## src/rtl/core/fpga_serial_config_loader_defines.svh

```systemverilog
// assertion macros shared by the loader rtl
// expects clk and rst in the scope of each use
`ifndef FPGA_SERIAL_CONFIG_LOADER_DEFINES_SVH
`define FPGA_SERIAL_CONFIG_LOADER_DEFINES_SVH

// same-cycle implication
`define FSL_ASSERT_SAME(lbl, ante, cons, msg) \
  lbl: assert property (@(posedge clk) disable iff (rst) (ante) |-> (cons)) \
    else $error(msg);

// next-cycle implication
`define FSL_ASSERT_NEXT(lbl, ante, cons, msg) \
  lbl: assert property (@(posedge clk) disable iff (rst) (ante) |=> (cons)) \
    else $error(msg);

`endif

```

## src/rtl/core/fsl_pkg.sv

```systemverilog
// types and constants of the slave-serial configuration loader
// no dependencies
package fsl_pkg;

  localparam int TOTAL_W = 24;
  localparam int TICKS_W = 16;
  localparam int WORD_W  = 16;
  localparam int ADDR_W  = 4;
  localparam int QUEUE_DEPTH = 4;
  localparam int QPTR_W  = 2;

  localparam logic [TOTAL_W-1:0] TOTAL_BYTES_RESET = 24'd78756;
  localparam logic [TICKS_W-1:0] SETTLE_RESET      = 16'd10;
  localparam logic [TICKS_W-1:0] DONE_WAIT_RESET   = 16'd2;

  // register indexes
  localparam logic [1:0] REG_TOTAL_BYTES = 2'd0;
  localparam logic [1:0] REG_MSB_FIRST   = 2'd1;
  localparam logic [1:0] REG_SETTLE      = 2'd2;
  localparam logic [1:0] REG_DONE_WAIT   = 2'd3;

  // request opcodes
  localparam logic [1:0] OP_TICK  = 2'd0;
  localparam logic [1:0] OP_START = 2'd1;
  localparam logic [1:0] OP_WORD  = 2'd2;

  typedef enum logic [3:0] {
    PH_IDLE     = 4'd0,
    PH_PROG     = 4'd1,
    PH_INITLO   = 4'd2,
    PH_INITHI   = 4'd3,
    PH_SETTLE   = 4'd4,
    PH_LOAD     = 4'd5,
    PH_CHECK    = 4'd6,
    PH_DONEWAIT = 4'd7,
    PH_FINISHED = 4'd8,
    PH_ERROR    = 4'd9
  } phase_t;

  typedef enum logic [1:0] {
    JOB_STATUS,
    JOB_WORD,
    JOB_FINAL
  } job_kind_t;

  typedef struct packed {
    logic [TOTAL_W-1:0] total_bytes;
    logic               byte_msb_first;
    logic [TICKS_W-1:0] settle_ticks;
    logic [TICKS_W-1:0] done_wait_ticks;
  } cfg_t;

  typedef struct packed {
    job_kind_t         kind;
    logic              program_level;
    logic              done_released;
    logic              din_level;
    phase_t            phase;
    logic              rejected;
    logic              msb_first;
    logic [WORD_W-1:0] data_word;
  } job_t;

endpackage

```

## src/rtl/core/fpga_serial_config_loader.sv

```systemverilog
// Slave-serial FPGA configuration loader.
// Input stream: opcode in tuser (tick with INIT sample, start, data word),
// INIT level and data word in tdata. Every request gives one or more results
// on the output stream; tlast marks the final result of a request. Each
// result carries the PROGRAM, DONE and DIN levels, a CCLK pulse flag, the
// sequence phase, the CRC error flag and a rejected-word flag.
// The front end updates the sequence state as a request is accepted and
// queues a job; the back end expands jobs into results one per cycle while
// the receiver is ready. A data word in the load phase gives 16 results (one
// per CCLK pulse, from the back-end serializer), the final-clock tick 2,
// anything else 1. A request passes the job queue, then the output register.
// The four-entry job queue keeps requests flowing while the back end works
// through a word or waits on a stalled receiver; tready drops only when the
// queue is full, and a stalled result holds in the output register.
// Reset puts the sequence in idle with PROGRAM, DONE and DIN high and loads
// the register defaults. Registers are written over the APB port.
module fpga_serial_config_loader #(
  parameter int COUNT_WIDTH = 24,
  parameter int WAIT_WIDTH  = 16
) (
  input  logic                      clk,
  input  logic                      rst,
  input  logic                      s_tvalid,
  output logic                      s_tready,
  input  logic [23:0]               s_tdata,   // init_level, data_word[15:0], zero pad
  input  logic [1:0]                s_tuser,   // opcode
  output logic                      m_tvalid,
  input  logic                      m_tready,
  output logic [15:0]               m_tdata,   // program_level, done_released, din_level,
                                               // clock_pulse, phase[3:0], crc_error,
                                               // rejected, zero pad
  output logic                      m_tlast,
  input  logic                      psel,
  input  logic                      penable,
  input  logic                      pwrite,
  input  logic [fsl_pkg::ADDR_W-1:0] paddr,
  input  logic [31:0]               pwdata,
  output logic [31:0]               prdata,
  output logic                      pready
);
  import fsl_pkg::*;

  `include "fpga_serial_config_loader_defines.svh"

  cfg_t       cfg;
  logic       cfg_wr;
  logic [1:0] reg_idx;

  job_t       front_job;
  job_t       q_head;
  logic       q_push, q_pop, q_full, q_valid;

  assign pready  = 1'b1;
  assign cfg_wr  = psel && penable && pwrite && pready;
  assign reg_idx = paddr[3:2];

  always_ff @(posedge clk) begin
    if (rst) begin
      cfg.total_bytes     <= TOTAL_BYTES_RESET;
      cfg.byte_msb_first  <= 1'b0;
      cfg.settle_ticks    <= SETTLE_RESET;
      cfg.done_wait_ticks <= DONE_WAIT_RESET;
    end else if (cfg_wr) begin
      case (reg_idx)
        REG_TOTAL_BYTES: cfg.total_bytes     <= pwdata[TOTAL_W-1:0];
        REG_MSB_FIRST:   cfg.byte_msb_first  <= pwdata[0];
        REG_SETTLE:      cfg.settle_ticks    <= pwdata[TICKS_W-1:0];
        REG_DONE_WAIT:   cfg.done_wait_ticks <= pwdata[TICKS_W-1:0];
        default: ;
      endcase
    end
  end

  always_comb begin
    case (reg_idx)
      REG_TOTAL_BYTES: prdata = 32'(cfg.total_bytes);
      REG_MSB_FIRST:   prdata = 32'(cfg.byte_msb_first);
      REG_SETTLE:      prdata = 32'(cfg.settle_ticks);
      REG_DONE_WAIT:   prdata = 32'(cfg.done_wait_ticks);
      default:         prdata = '0;
    endcase
  end

  fsl_front #(
    .COUNT_WIDTH (COUNT_WIDTH),
    .WAIT_WIDTH  (WAIT_WIDTH)
  ) u_front (
    .clk        (clk),
    .rst        (rst),
    .in_valid   (s_tvalid),
    .in_ready   (s_tready),
    .opcode     (s_tuser),
    .init_level (s_tdata[0]),
    .data_word  (s_tdata[16:1]),
    .cfg        (cfg),
    .q_full     (q_full),
    .push       (q_push),
    .job        (front_job)
  );

  fsl_queue u_queue (
    .clk    (clk),
    .rst    (rst),
    .push   (q_push),
    .wr_job (front_job),
    .full   (q_full),
    .pop    (q_pop),
    .valid  (q_valid),
    .head   (q_head)
  );

  fsl_back u_back (
    .clk      (clk),
    .rst      (rst),
    .q_valid  (q_valid),
    .head     (q_head),
    .pop      (q_pop),
    .m_tvalid (m_tvalid),
    .m_tready (m_tready),
    .m_tdata  (m_tdata),
    .m_tlast  (m_tlast)
  );

  // crc flag only in the error phase
  `FSL_ASSERT_SAME(a_crc_phase, m_tvalid && m_tdata[8], m_tdata[7:4] == PH_ERROR, "crc flag outside error phase")
  // a rejected word is a single non-pulse result
  `FSL_ASSERT_SAME(a_rej_single, m_tvalid && m_tdata[9], m_tlast && !m_tdata[3], "rejected result not single")
  // an accepted request always leaves a queued job
  `FSL_ASSERT_NEXT(a_push_queued, s_tvalid && s_tready, q_valid, "accepted request lost")

endmodule

```

## src/rtl/core/fsl_front.sv

```systemverilog
// front end: accepts requests, runs the configuration sequence state
// and classifies each request into a job; uses fsl_pkg
module fsl_front #(
  parameter int COUNT_WIDTH = 24,
  parameter int WAIT_WIDTH  = 16
) (
  input  logic                      clk,
  input  logic                      rst,
  input  logic                      in_valid,
  output logic                      in_ready,
  input  logic [1:0]                opcode,
  input  logic                      init_level,
  input  logic [fsl_pkg::WORD_W-1:0] data_word,
  input  fsl_pkg::cfg_t             cfg,
  input  logic                      q_full,
  output logic                      push,
  output fsl_pkg::job_t             job
);
  import fsl_pkg::*;

  localparam int CMP_W  = (COUNT_WIDTH > TOTAL_W) ? COUNT_WIDTH : TOTAL_W;
  localparam int WCMP_W = (WAIT_WIDTH > TICKS_W) ? WAIT_WIDTH : TICKS_W;
  localparam logic [COUNT_WIDTH-1:0] COUNT_MAX = '1;
  localparam logic [WAIT_WIDTH-1:0]  WAIT_MAX  = '1;

  phase_t                  phase, phase_next;
  logic [COUNT_WIDTH-1:0]  bytes_sent, bytes_sent_next;
  logic [WAIT_WIDTH-1:0]   wait_count, wait_count_next;
  logic                    program_reg, program_reg_next;
  logic                    done_reg, done_reg_next;
  logic                    din_reg, din_reg_next;

  logic [TICKS_W-1:0]      wait_limit;
  logic [WAIT_WIDTH-1:0]   wait_inc;
  logic                    wait_over;
  logic [COUNT_WIDTH-1:0]  bytes_inc;
  logic                    reach_cur, reach_inc;
  logic                    word_last_bit;
  job_kind_t               kind;
  logic                    rej;

  assign in_ready = !q_full;
  assign push     = in_valid && !q_full;

  // one tick of the running wait, saturating
  assign wait_limit = (phase == PH_DONEWAIT) ? cfg.done_wait_ticks : cfg.settle_ticks;
  assign wait_inc   = (wait_count != WAIT_MAX) ? wait_count + WAIT_WIDTH'(1) : wait_count;
  assign wait_over  = (WCMP_W'(wait_inc) >= WCMP_W'(wait_limit)) || (wait_inc == WAIT_MAX);

  assign bytes_inc = (bytes_sent >= COUNT_MAX - COUNT_WIDTH'(1)) ? COUNT_MAX
                   : bytes_sent + COUNT_WIDTH'(2);
  assign reach_cur = (CMP_W'(bytes_sent) >= CMP_W'(cfg.total_bytes)) ||
                     (bytes_sent == COUNT_MAX);
  assign reach_inc = (CMP_W'(bytes_inc) >= CMP_W'(cfg.total_bytes)) ||
                     (bytes_inc == COUNT_MAX);

  // final bit shifted out of a word
  assign word_last_bit = cfg.byte_msb_first ? data_word[8] : data_word[15];

  always_comb begin
    phase_next       = phase;
    bytes_sent_next  = bytes_sent;
    wait_count_next  = wait_count;
    program_reg_next = program_reg;
    done_reg_next    = done_reg;
    din_reg_next     = din_reg;
    kind             = JOB_STATUS;
    rej              = 1'b0;
    case (opcode)
      OP_START: begin
        program_reg_next = 1'b0;
        done_reg_next    = 1'b0;
        din_reg_next     = 1'b1;
        bytes_sent_next  = '0;
        wait_count_next  = '0;
        phase_next       = (cfg.settle_ticks == '0) ? PH_INITLO : PH_PROG;
      end
      OP_WORD: begin
        if (phase != PH_LOAD) begin
          rej = 1'b1;
        end else begin
          kind            = JOB_WORD;
          din_reg_next    = word_last_bit;
          bytes_sent_next = bytes_inc;
          phase_next      = reach_inc ? PH_CHECK : PH_LOAD;
        end
      end
      OP_TICK: begin
        case (phase)
          PH_PROG: begin
            if (wait_over) begin
              wait_count_next = '0;
              phase_next      = PH_INITLO;
            end else begin
              wait_count_next = wait_inc;
            end
          end
          PH_INITLO: begin
            if (!init_level) begin
              program_reg_next = 1'b1;
              phase_next       = PH_INITHI;
            end
          end
          PH_INITHI: begin
            if (init_level) begin
              wait_count_next = '0;
              if (cfg.settle_ticks == '0) begin
                phase_next = reach_cur ? PH_CHECK : PH_LOAD;
              end else begin
                phase_next = PH_SETTLE;
              end
            end
          end
          PH_SETTLE: begin
            if (wait_over) begin
              wait_count_next = '0;
              phase_next      = reach_cur ? PH_CHECK : PH_LOAD;
            end else begin
              wait_count_next = wait_inc;
            end
          end
          PH_CHECK: begin
            if (!init_level) begin
              phase_next = PH_ERROR;
            end else begin
              done_reg_next   = 1'b1;
              wait_count_next = '0;
              if (cfg.done_wait_ticks == '0) begin
                phase_next = PH_FINISHED;
                kind       = JOB_FINAL;
              end else begin
                phase_next = PH_DONEWAIT;
              end
            end
          end
          PH_DONEWAIT: begin
            if (wait_over) begin
              wait_count_next = '0;
              phase_next      = PH_FINISHED;
              kind            = JOB_FINAL;
            end else begin
              wait_count_next = wait_inc;
            end
          end
          default: ;
        endcase
      end
      default: ;
    endcase
  end

  // word pulses show the load phase; other jobs show the updated state
  always_comb begin
    job.kind          = kind;
    job.program_level = program_reg_next;
    job.done_released = done_reg_next;
    job.din_level     = din_reg_next;
    job.phase         = (kind == JOB_WORD) ? PH_LOAD : phase_next;
    job.rejected      = rej;
    job.msb_first     = cfg.byte_msb_first;
    job.data_word     = data_word;
  end

  always_ff @(posedge clk) begin
    if (rst) begin
      phase       <= PH_IDLE;
      bytes_sent  <= '0;
      wait_count  <= '0;
      program_reg <= 1'b1;
      done_reg    <= 1'b1;
      din_reg     <= 1'b1;
    end else if (push) begin
      phase       <= phase_next;
      bytes_sent  <= bytes_sent_next;
      wait_count  <= wait_count_next;
      program_reg <= program_reg_next;
      done_reg    <= done_reg_next;
      din_reg     <= din_reg_next;
    end
  end

endmodule

```

## src/rtl/core/fsl_queue.sv

```systemverilog
// short job queue between the front and the back end
// uses fsl_pkg
module fsl_queue (
  input  logic          clk,
  input  logic          rst,
  input  logic          push,
  input  fsl_pkg::job_t wr_job,
  output logic          full,
  input  logic          pop,
  output logic          valid,
  output fsl_pkg::job_t head
);
  import fsl_pkg::*;

  job_t              mem [QUEUE_DEPTH];
  logic [QPTR_W-1:0] wr_ptr, rd_ptr;
  logic [QPTR_W:0]   count;

  assign full  = (count == (QPTR_W+1)'(QUEUE_DEPTH));
  assign valid = (count != '0);
  assign head  = mem[rd_ptr];

  always_ff @(posedge clk) begin
    if (push) begin
      mem[wr_ptr] <= wr_job;
    end
  end

  always_ff @(posedge clk) begin
    if (rst) begin
      wr_ptr <= '0;
      rd_ptr <= '0;
      count  <= '0;
    end else begin
      if (push) begin
        wr_ptr <= wr_ptr + QPTR_W'(1);
      end
      if (pop) begin
        rd_ptr <= rd_ptr + QPTR_W'(1);
      end
      case ({push, pop})
        2'b10:   count <= count + (QPTR_W+1)'(1);
        2'b01:   count <= count - (QPTR_W+1)'(1);
        default: count <= count;
      endcase
    end
  end

endmodule

```

## src/rtl/core/fsl_back.sv

```systemverilog
// back end: expands each job into result beats (sixteen din pulses per
// word, two final clocks, or one status beat) behind an output register; uses fsl_pkg
module fsl_back (
  input  logic          clk,
  input  logic          rst,
  input  logic          q_valid,
  input  fsl_pkg::job_t head,
  output logic          pop,
  output logic          m_tvalid,
  input  logic          m_tready,
  output logic [15:0]   m_tdata,
  output logic          m_tlast
);
  import fsl_pkg::*;

  job_t        cur;
  logic        busy;
  logic [3:0]  cnt;

  job_t        sel;
  logic [3:0]  k;
  logic [3:0]  sh;
  logic        din;
  logic        pulse;
  logic        fin;
  logic        crc;
  logic        advance;
  logic        have;

  assign sel = busy ? cur : head;
  assign k   = busy ? cnt : 4'd0;
  // msb-first per byte, low byte first
  assign sh  = sel.msb_first ? {k[3], ~k[2:0]} : k;
  assign crc = (sel.phase == PH_ERROR);

  always_comb begin
    case (sel.kind)
      JOB_WORD: begin
        din   = sel.data_word[sh];
        pulse = 1'b1;
        fin   = (k == 4'd15);
      end
      JOB_FINAL: begin
        din   = sel.din_level;
        pulse = 1'b1;
        fin   = (k == 4'd1);
      end
      default: begin
        din   = sel.din_level;
        pulse = 1'b0;
        fin   = 1'b1;
      end
    endcase
  end

  assign advance = !m_tvalid || m_tready;
  assign have    = busy || q_valid;
  assign pop     = advance && !busy && q_valid;

  always_ff @(posedge clk) begin
    if (rst) begin
      m_tvalid <= 1'b0;
      busy     <= 1'b0;
      cnt      <= '0;
    end else if (advance) begin
      m_tvalid <= have;
      if (have) begin
        if (fin) begin
          busy <= 1'b0;
        end else begin
          busy <= 1'b1;
          cnt  <= k + 4'd1;
        end
      end
    end
  end

  always_ff @(posedge clk) begin
    if (pop) begin
      cur <= head;
    end
    if (advance && have) begin
      m_tdata <= {6'b0, sel.rejected, crc, sel.phase, pulse, din,
                  sel.done_released, sel.program_level};
      m_tlast <= fin;
    end
  end

endmodule

```

## config.mk

```make
export PLATFORM = sky130hd
export DESIGN_NAME = fpga_serial_config_loader
export DESIGN_NICKNAME = d
export VERILOG_FILES = /design/src/rtl/core/fsl_pkg.sv /design/src/rtl/core/fpga_serial_config_loader.sv /design/src/rtl/core/fsl_front.sv /design/src/rtl/core/fsl_queue.sv /design/src/rtl/core/fsl_back.sv
export VERILOG_INCLUDE_DIRS = /design/src /design/src/rtl/core
export SDC_FILE = /design/constraint.sdc
export NUM_CORES = 1
export LEC_CHECK = 0
export BUFFER_PORTS_ARGS = -buffer_cell sky130_fd_sc_hd__buf_4
export CORE_ASPECT_RATIO = 0.7
export CORE_MARGIN = 1
export CORE_UTILIZATION = 30
export DETAILED_ROUTE_END_ITERATION = 16
export PLACE_DENSITY_LB_ADDON = 0.05
export SYNTH_ARGS = -nofsm -noshare
export SYNTH_HDL_FRONTEND = slang
export SYNTH_SLANG_ARGS = --single-unit
```

## constraint.sdc

```tcl
create_clock -name clk -period 9.5 [get_ports clk]
set_input_delay 0.95 -clock clk [delete_from_list [all_inputs] [get_ports clk]]
set_output_delay 0.95 -clock clk [all_outputs]
set_load 0.05 [all_outputs]
```

==> impl_metrics.toml, run 1 <==
[timing]
hold_violations = 0
max_slew_margin = 0.2393
max_freq_mhz = 201.6
fin_crit_sh = 0.5223
timing.final.ws_setup_ns = 4.539
hold_slack_ns = 0.4551
setup_viol = 0
rsz0062_at_grt = "no"
final.min_clock_period_ns = 4.961
drv_slew = 0
tightestPinTransition_ns = 1.138
fin_worst_skew_ns = 0.02095
tns_ns = 0

[die]
fp.dieH_um = 182.7
rows = 65
ioPinCount = 121
core_mm2 = 0.04554
dieArea_mm2 = 0.04752
die_w_um = 260.1
start_util = 0.3072

[power_and_ir_drop]
power_switching_mw = 1.087
p_sw_frac = 0.3123
comb_power_share = 0.248
clkPwrFrac = 0.318
power_mw = 3.481
seqPwrFrac = 0.434
ir_worst_vdd_mv = 0.1317
intPower_mw = 2.394
p_leak_nw = 6.105
power_density_mw_per_mm2 = 217.0

[placed_design]
dp_cells = 1997
place_area_mm2 = 0.01514
dp_hpwl_um = 28300
dpl_worst_slack_ns = 4.516
gp_congestion = 0.8270
numPortBuffers = 88

[setup_path]
reg2reg_slack_ns = 4.54
cp-start-kind = "flip-flop"
cp.required_ns = 9.75
cp_slowest_stage_delay_ns = 0.63
critPathCapture = "u_queue.mem[1][19]$_DFFE_PP_"
crit_start = "u_front.bytes_sent[3]$_SDFFE_PP0P_"
r2r-end = "u_queue.mem[1][19]$_DFFE_PP_"
end_kind = "flip-flop"
crit_type = "flip-flop to flip-flop"
reg2reg_depth = 14
slowest_stage = "nand2_1"
crit_arrival_ns = 5.21
reg2reg_from = "u_front.bytes_sent[3]$_SDFFE_PP0P_"
crit_path_max_fanout = 17
path_cells = "nand3_1 > or2_2 > nor3_1 > nand2_1 > nand2_1 > ha_1 > a2111oi_0 > o21ai_0 > o2111a_1 > o21ai_0 > a41o_1 > o41ai_1 > o22ai_1 > a31oi_1"

[route]
antenna_left = 0
dr.pass1.iters = 6
drc_errors = 0
drtIter0Drc = 795
wirelength_um = 40550
num_vias = 10360
wl_per_cell_um = 19.78
vias_per_cell = 5.054

[synthesis]
netlist_area_mm2 = 0.01399
ys_seq_area_frac = 0.4836
synth_edf_count = 146
synthFlopType = "edfxtp_1"
async_flop_share = 0
ys_types = 82
synth_seq_cells = 265
netlist_instances = 1366
syn_area_per_cell_um2 = 10.24
yosysWarnings = 0

[final_layout]
final_area_mm2 = 0.01605
multiInputGateArea_mm2 = 0.006644
area_growth_pct = 14.67
top_regs = "u_queue.mem x108, cfg x57, u_back.cur x27"
instances_no_fill = 2050
regMostFlops = "u_queue.mem"
drive_above_1_share = 0.1486
final.fill_count = 4646
fin_nets = 1573
largest_reg_flops = 108
antenna_cells = 0
postLayoutCoreUtil = 0.3523
regArea_mm2 = 0.006768

[clock_network]
path_clk_slew_ns = 0.06
cts_tree = "yes"
cts_buffers = 29
cts_root_buf = "clkbuf_16"
postCtsSetupBuffers = 0
clock_latency_ns = 0.57
htreeDepth = 1
ctsLongestPathBuffers = 3
hold_buffers = 0
cts_sinks = 265
cts_resized = 0

[worst_hold_path]
holdCritPathClass = "flip-flop to flip-flop"
min_path_cells = 2

[global_routing]
grt_pass1_wl_um = 61420
grt_pass1_vias = 9657
antenna_found_initial = 0
grt.total_usage = 0.1693
grt-ovfl-total = 0
grt_max_degree = 93

[outcome]
outcome = "finished, final reports clean"

[run]
cap_violations = 0
==> cell families after synthesis <==
kind of cell | count (synthesis) | share of synthesized area
xor gates and xnor gates | 33 | 0.02066
AOI/OAI and AO/OA | 259 | 0.1194
buffers and inverters | 141 | 0.04543
other | 2 | 0.0005367
DFF | 265 | 0.4836
and+or+nand+nor | 513 | 0.1749
muxes | 74 | 0.08432
adders and majority gates | 79 | 0.07118
==> worst min path at each step <==
| stage | slack [ns] | endpoint | start |
|---|---|---|---|
| 2_1_floorplan | 0.43 | u_front.din_reg$_SDFFE_PP1P_ | u_front.din_reg$_SDFFE_PP1P_ |
| 3_3_place_gp | 0.44 | cfg[55]$_SDFFE_PP0P_ | cfg[55]$_SDFFE_PP0P_ |
| 3_5_place_dp | 0.45 | cfg[56]$_SDFFE_PP0P_ | cfg[56]$_SDFFE_PP0P_ |
| 4_1_cts | 0.46 | cfg[56]$_SDFFE_PP0P_ | cfg[56]$_SDFFE_PP0P_ |
| 5_1_grt | 0.47 | cfg[56]$_SDFFE_PP0P_ | cfg[56]$_SDFFE_PP0P_ |
| 6_report | 0.46 | cfg[56]$_SDFFE_PP0P_ | cfg[56]$_SDFFE_PP0P_ |
==> layout by cell type (no fill, tap or decap), types with 4 or more instances in the layout <==
cell	n
nand2_1	229
edfxtp_1	146
a21oi_1	119
dfxtp_1	118
buf_4	104
nor2_1	78
ha_1	78
inv_1	52
nand3_1	49
mux4_2	33
clkbuf_16	29
o21ai_0	26
nor3_1	25
and3_1	23
nand4_1	22
mux2_2	21
mux2i_1	20
a22o_1	17
xnor2_1	17
xor2_1	16
conb_1	15
and2_1	12
nor4_1	12
a31oi_1	11
a21o_1	11
nand2b_1	10
o211ai_1	10
clkbuf_1	10
nand3b_1	9
o21a_1	8
a211o_1	8
nor2b_1	6
a211oi_1	6
clkinv_1	6
and4_1	5
nand4b_1	5
nor3b_1	4
or2_2	4
clkinv_2	4
==> worst max-delay path, delay by kind of cell, from the launching register on <==
kind | cells | cell delay (ns)
adder cells (fa/ha/maj) | 1 | 0.27
AND/OR/NAND/NOR | 5 | 2.14
AO/OA/AOI/OAI | 8 | 1.79
flip-flops | 1 | 0.44
==> layout make-up <==
class / count / area share
multi-input combinational: 973 / 0.4141
clock inverter: 14 / 0.008734
inverter: 52 / 0.01216
timing repair buffer: 104 / 0.04866
tap: 603 / 0.04702
clock buffer: 39 / 0.04757
sequential: 265 / 0.4218
==> synthesized netlist by cell type, types with 21 or more instances <==
master / n / area share
nor2_1: 78 / 0.021
inv_1: 52 / 0.014
a21oi_1: 119 / 0.043
o21ai_0: 26 / 0.0093
nand3_1: 49 / 0.018
nand4_1: 22 / 0.0098
nor3_1: 26 / 0.0093
ha_1: 78 / 0.070
mux2_2: 21 / 0.017
and3_1: 23 / 0.010
clkbuf_1: 54 / 0.014
dfxtp_1: 119 / 0.17
edfxtp_1: 146 / 0.31
nand2_1: 229 / 0.061
mux4_2: 33 / 0.053
==> per-layer routing <==
layer	vias up	GRT usage	part of all wire
met3	52	0.02125	0.033
met1	5048	0.2748	0.54
met4	0	0.03860	0.020
li1	5088	-	-
met2	172	0.2318	0.40
met5	-	0	0
==> power groups by stage <==
stage / Clock (mW) / Sequential (mW) / Combinational, mW
final: 1.11 / 1.51 / 0.865
after global routing: 1.19 / 1.53 / 0.954
after CTS: 1.15 / 1.51 / 0.883
after detailed placement: 0 / 1.54 / 0.880
after global placement: 0 / 1.54 / 0.877
after floorplan: 0 / 1.61 / 0.519
No activity file was read; power rests on OpenSTA's default activity.
==> run 2: changes to the inputs <==
==> constraint.sdc (replaced) <==
create_clock -name clk -period 4.01 [get_ports clk]
set_input_delay 0.401 -clock clk [delete_from_list [all_inputs] [get_ports clk]]
set_output_delay 0.401 -clock clk [all_outputs]
set_load 0.05 [all_outputs]
==> impl_metrics.toml, run 2 (synthesis gave the netlist of run 1 again) <==
[power_and_ir_drop]
power_density_mw_per_mm2 = 506.8
seqPwrFrac = 0.419
comb_power_share = 0.246
ir_worst_vdd_mv = 0.2848
clkPwrFrac = 0.335
p_leak_nw = 6.579
p_sw_frac = 0.3097
power_switching_mw = 2.639
intPower_mw = 5.881

[global_routing]
grt-ovfl-total = 0
grt.total_usage = 0.1759
grt_pass1_wl_um = 64140
antenna_found_initial = 0
grt_max_degree = 80
grt_pass1_vias = 10243

[timing]
fin_worst_skew_ns = 0.01767
final.min_clock_period_ns = 3.885
tightestPinTransition_ns = 1.020
max_slew_margin = 0.3203
hold_violations = 0
max_freq_mhz = 257.4
setup_viol = 0
tns_ns = 0
rsz0062_at_grt = "no"
drv_slew = 0
fin_crit_sh = 0.9688

[die]
ioPinCount = 121
rows = 65
core_mm2 = 0.04554
die_w_um = 260.1
fp.dieH_um = 182.7
start_util = 0.3072
dieArea_mm2 = 0.04752

[final_layout]
final_cell_mix = "nand2_1 (228), buf_4 (175), edfxtp_1 (146)"
regMostFlops = "u_queue.mem"
regArea_mm2 = 0.006771
final.fill_count = 4558
postLayoutCoreUtil = 0.3691
antenna_cells = 0
drive_above_1_share = 0.2049
multiInputGateArea_mm2 = 0.006714
fin_nets = 1647
area_growth_pct = 20.16
final_common_cell = "nand2_1"
top_regs = "u_queue.mem x108, cfg x57, u_back.cur x27"
largest_reg_flops = 108

[worst_hold_path]
worstHoldEndpoint = "u_queue.mem[0][1]$_DFFE_PP_"
holdCritPathClass = "input pin to flip-flop"
min-delay-start = "s_tdata[2]"
min_path_cells = 1

[setup_path]
slowest_stage = "dfxtp_1"
cp_slowest_stage_delay_ns = 0.34
crit_type = "flip-flop to flip-flop"
crit_path_max_fanout = 6
cp.required_ns = 4.34
end_kind = "flip-flop"
critical-path-top-delay-family = "compound AO/OA/AOI/OAI gates"
reg2reg_from = "u_front.wait_count[0]$_SDFFE_PP0P_"
crit_start = "u_front.wait_count[0]$_SDFFE_PP0P_"
r2r-end = "u_queue.mem[0][19]$_DFFE_PP_"
cp-start-kind = "flip-flop"
crit_buf_inv = 2
reg2reg_slack_ns = 0.12
path_cells = "ha_1 > nand4_1 > buf_4 > or3_1 > a31oi_2 > ha_1 > a21oi_1 > o21ai_0 > a211oi_1 > o221a_2 > o21ai_4 > a32o_1 > o211ai_1 > a31oi_1 > buf_4"
crit_arrival_ns = 4.21
reg2reg_depth = 15

[route]
num_vias = 10583
drtIter0Drc = 608
wirelength_um = 41530
vias_per_cell = 4.978
dr.pass1.iters = 5
antenna_left = 0
wl_per_cell_um = 19.54
drc_errors = 0

[clock_network]
cts_root_buf = "clkbuf_16"
clock_latency_ns = 0.58
path_clk_slew_ns = 0.07
htreeDepth = 1
ctsLongestPathBuffers = 3
cts_tree = "yes"
cts_buffers = 30
cts_sinks = 265

[outcome]
outcome = "finished, final reports clean"

[placed_design]
gp_congestion = 0.8506
numPortBuffers = 88
dp_hpwl_um = 29550

[run]
cap_violations = 0
[run 2: worst max path at each step]
stage                                               to  slack [ns]  depth (start not counted)
after floorplan           u_queue.mem[0][19]$_DFFE_PP_        0.26                         15
after global placement    u_queue.mem[0][19]$_DFFE_PP_        0.19                         14
after detailed placement  u_queue.mem[0][19]$_DFFE_PP_        0.17                         15
after CTS                 u_queue.mem[0][19]$_DFFE_PP_        0.15                         15
after global routing      u_queue.mem[0][19]$_DFFE_PP_       0.004                         17
final                     u_queue.mem[0][19]$_DFFE_PP_        0.12                         15
[run 2: power by group through the flow]
stage          Clock (mW)  Combinational [mW]  Sequential, mW
3_5_place_dp            0                2.12            3.64
3_3_place_gp            0                2.12            3.63
6_report             2.85                2.09            3.57
5_1_grt              3.05                2.31            3.62
4_1_cts              2.94                2.13            3.58
2_1_floorplan           0                1.23            3.81
[run 2: stage by stage]
| step | instance area, µm² | worst slack, ns | instances | power (mW) | hold WS, ns |
|---|---|---|---|---|---|
| after floorplan | 14050 | 0.2626 | 1379 | 5.044 | 0.4311 |
| after global placement | 15710 | 0.1918 | 2068 | 5.750 | 0.4423 |
| after detailed placement | 15710 | 0.1724 | 2068 | 5.758 | 0.4525 |
| after CTS | 16730 | 0.1502 | 2124 | 8.645 | 0.001844 |
| after global routing | 16810 | 0.003962 | 2126 | 8.977 | 0.01132 |
| final | 16810 | 0.1250 | 2126 | 8.520 | 0.02767 |
[run 2: what timing repair did]
action,CTS,global route
endpoints found under the setup margin,0,8
resized for setup,0,16
hold buffers,0,0
buffers inserted,0,2
[run 2: cell type report]
class | instances | area share
well taps | 603 | 0.04488
clock inverters | 9 | 0.006103
multi-input cells | 973 | 0.3993
flip-flops and latches | 265 | 0.4028
inverters | 52 | 0.01161
clock buffers | 47 | 0.05477
repair buffers | 177 | 0.08052
[run 2: metal layers]
layer,wire length (µm),global-route usage,part of all wire
met5,0,0,0
met4,682,0.03228,0.016
met3,1252,0.02014,0.030
met2,16830,0.2450,0.41
met1,22770,0.2861,0.55
==> run 3: changes to the inputs <==
--- a/config.mk
+++ b/config.mk
@@ -6,6 +6,7 @@
 export SDC_FILE = /design/constraint.sdc
 export NUM_CORES = 1
 export LEC_CHECK = 0
+export ABC_AREA = 1
 export BUFFER_PORTS_ARGS = -buffer_cell sky130_fd_sc_hd__buf_4
 export CORE_ASPECT_RATIO = 0.7
 export CORE_MARGIN = 1
==> impl_metrics.toml, run 3 <==
[worst_hold_path]
holdCritPathClass = "input pin to flip-flop"
min-delay-start = "s_tdata[10]"

[final_layout]
final_cell_mix = "nand2_1 (459), nor2_1 (191), inv_1 (172)"
fin_nets = 2018
final_common_cell = "nand2_1"
area_growth_pct = 17.18
final.fill_count = 4845
antenna_cells = 0
top_regs = "u_queue.mem x108, cfg x57, u_back.cur x27"
largest_reg_flops = 108
drive_above_1_share = 0.1140
regMostFlops = "u_queue.mem"

[synthesis]
ys_top_cells_by_area = "edfxtp_1 (31%), dfxtp_1 (17%), nand2_1 (12%)"
yosys.cell_count.top_type = "nand2_1"
yosysWarnings = 0
syn_area_per_cell_um2 = 8.030
ys_seq_area_frac = 0.4742
netlist_area_mm2 = 0.01427
netlist_instances = 1777
synth_top_area_frac = 0.3072
synthTopCellsByCount = "nand2_1 (459), nor2_1 (196), inv_1 (173), edfxtp_1 (146), o21ai_0 (143)"
synth_seq_cells = 265
synthFlopType = "edfxtp_1"
ys_types = 50
synth_edf_count = 146
synth.largest_area_cell = "edfxtp_1"
async_flop_share = 0

[power_and_ir_drop]
power_mw = 9.050
ir_worst_vdd_mv = 0.3636
power_density_mw_per_mm2 = 541.3
p_leak_nw = 6.819

[die]
dieArea_mm2 = 0.04846
core_mm2 = 0.04666
rows = 66
ioPinCount = 121
start_util = 0.3058
die_w_um = 262.7
fp.dieH_um = 184.5

[timing]
max_freq_mhz = 280.7
final.min_clock_period_ns = 3.563
fin_worst_skew_ns = 0.02163
fin_crit_sh = 0.8885
rsz0062_at_grt = "no"
setup_viol = 0
drv_slew = 0
tightestPinTransition_ns = 1.115
hold_violations = 0
max_slew_margin = 0.2557
tns_ns = 0

[setup_path]
crit_type = "flip-flop to flip-flop"
cp.required_ns = 4.30
end_kind = "flip-flop"
cp-start-kind = "flip-flop"
crit_path_max_fanout = 21
crit_arrival_ns = 3.86
cp_slowest_stage_delay_ns = 0.45
reg2reg_from = "u_front.bytes_sent[13]$_SDFFE_PP0P_"
path_cells = "nand2_1 > nor2_2 > nand2_1 > nor2_4 > nand2_2 > nand3_1 > ha_1 > a21oi_1 > o21ai_0 > nand2_1 > o211ai_1 > nand2_1 > nand3_1 > a21oi_1 > nand2_1 > nand2_1 > nand2_1 > nand2_1 > nand3_1 > nand2_1 > nor2_1"
crit_start = "u_front.bytes_sent[13]$_SDFFE_PP0P_"
cpMostUsedCell = "nand2_1"
slowest_stage = "dfxtp_1"

[run]
cap_violations = 0

[global_routing]
grt-ovfl-total = 0
grt.total_usage = 0.1751
antenna_found_initial = 0
grt_pass1_wl_um = 66270
grt_max_degree = 70
grt_pass1_vias = 11162

[clock_network]
path_clk_slew_ns = 0.06
cts_buffers = 31
cts_tree = "yes"
ctsLongestPathBuffers = 3
cts_root_buf = "clkbuf_16"
htreeDepth = 1
clock_latency_ns = 0.57
cts_sinks = 265

[placed_design]
gp_congestion = 0.8138
numPortBuffers = 88
dp_hpwl_um = 30300

[route]
wirelength_um = 42440
num_vias = 11955
drtIter0Drc = 858
dr.pass1.iters = 5
vias_per_cell = 4.771
wl_per_cell_um = 16.93
antenna_left = 0
drc_errors = 0

[outcome]
outcome = "finished, final reports clean"
==> run 3: critical path: cells and delay by family, from the launching register on <==
kind / cells / cell delay (ns)
flip-flops: 1 / 0.45
AND/OR/NAND/NOR: 16 / 2.08
adder cells (fa/ha/maj): 1 / 0.28
AO/OA/AOI/OAI: 4 / 0.49
==> run 3: what timing repair did <==
action                                  CTS  global route
buffers inserted                          0             0
resized for setup                         0             2
endpoints found under the setup margin    0             4
endpoints found under the hold margin    23             0
hold buffers                              6             0
==> run 3: cell families after synthesis <==
logic type	after synthesis	synth area share
other	2	0.0005263
buffers and inverters	256	0.07330
multiplexers	1	0.0007015
AO/OA/AOI/OAI	344	0.1328
adder cells (fa/ha/maj)	79	0.06979
XOR/XNOR	12	0.007365
flip-flops	265	0.4742
AND/OR/NAND/NOR	818	0.2413
==> run 3: final timing paths <==
| path | cells after the start | endpoint | slack [ns] |
|---|---|---|---|
| worst max-delay path | 21 | u_queue.mem[1][19]$_DFFE_PP_ | 0.45 |
| worst min-delay path | 1 | u_queue.mem[2][9]$_DFFE_PP_ | 0.04 |
| worst max register to register | 21 | u_queue.mem[1][19]$_DFFE_PP_ | 0.45 |
| worst min register to register | 1 | flip-flop | 0.47 |
==> run 3: layout make-up <==
cell class / instances / area [µm²] / share of cell area
inverters: 180 / 675.6 / 0.04041
well taps: 612 / 765.7 / 0.04579
multi-input cells: 1269 / 6534 / 0.3908
clock buffers: 36 / 794.5 / 0.04752
flip-flops and latches: 265 / 6770 / 0.4049
clock inverters: 21 / 242.7 / 0.01452
repair buffers: 123 / 938.4 / 0.05612
==> run 3: report_power, final <==
group	total [mW]	internal (mW)	switching [mW]
registers	3.57	3.45	0.121
clock network	2.91	1.74	1.17
logic	2.57	0.693	1.88
total	9.05	5.88	3.17
==> run 3: metrics by stage <==
step | hold WS, ns | worst slack, ns | util | cell area, µm² | std cells
6_report | 0.03713 | 0.4471 | 0.3584 | 16720 | 2506
4_1_cts | 0.0001085 | 0.3189 | 0.3583 | 16720 | 2506
3_3_place_gp | 0.4572 | 0.4171 | 0.3348 | 15620 | 2443
3_5_place_dp | 0.4644 | 0.3540 | 0.3348 | 15620 | 2443
2_1_floorplan | 0.4362 | 1.080 | - | 14320 | 1790
5_1_grt | 0.002875 | 0.04286 | 0.3584 | 16720 | 2506
==> run 3: metal layers <==
metal  share of wire  track usage  vias up  wire, µm
li1                -            -     6115         -
met1            0.55       0.2720     5626     23240
met2            0.41       0.2562      168     17200
met3           0.031      0.02204       46      1305
met4           0.016      0.03388        0       689
met5               0            0        -         0
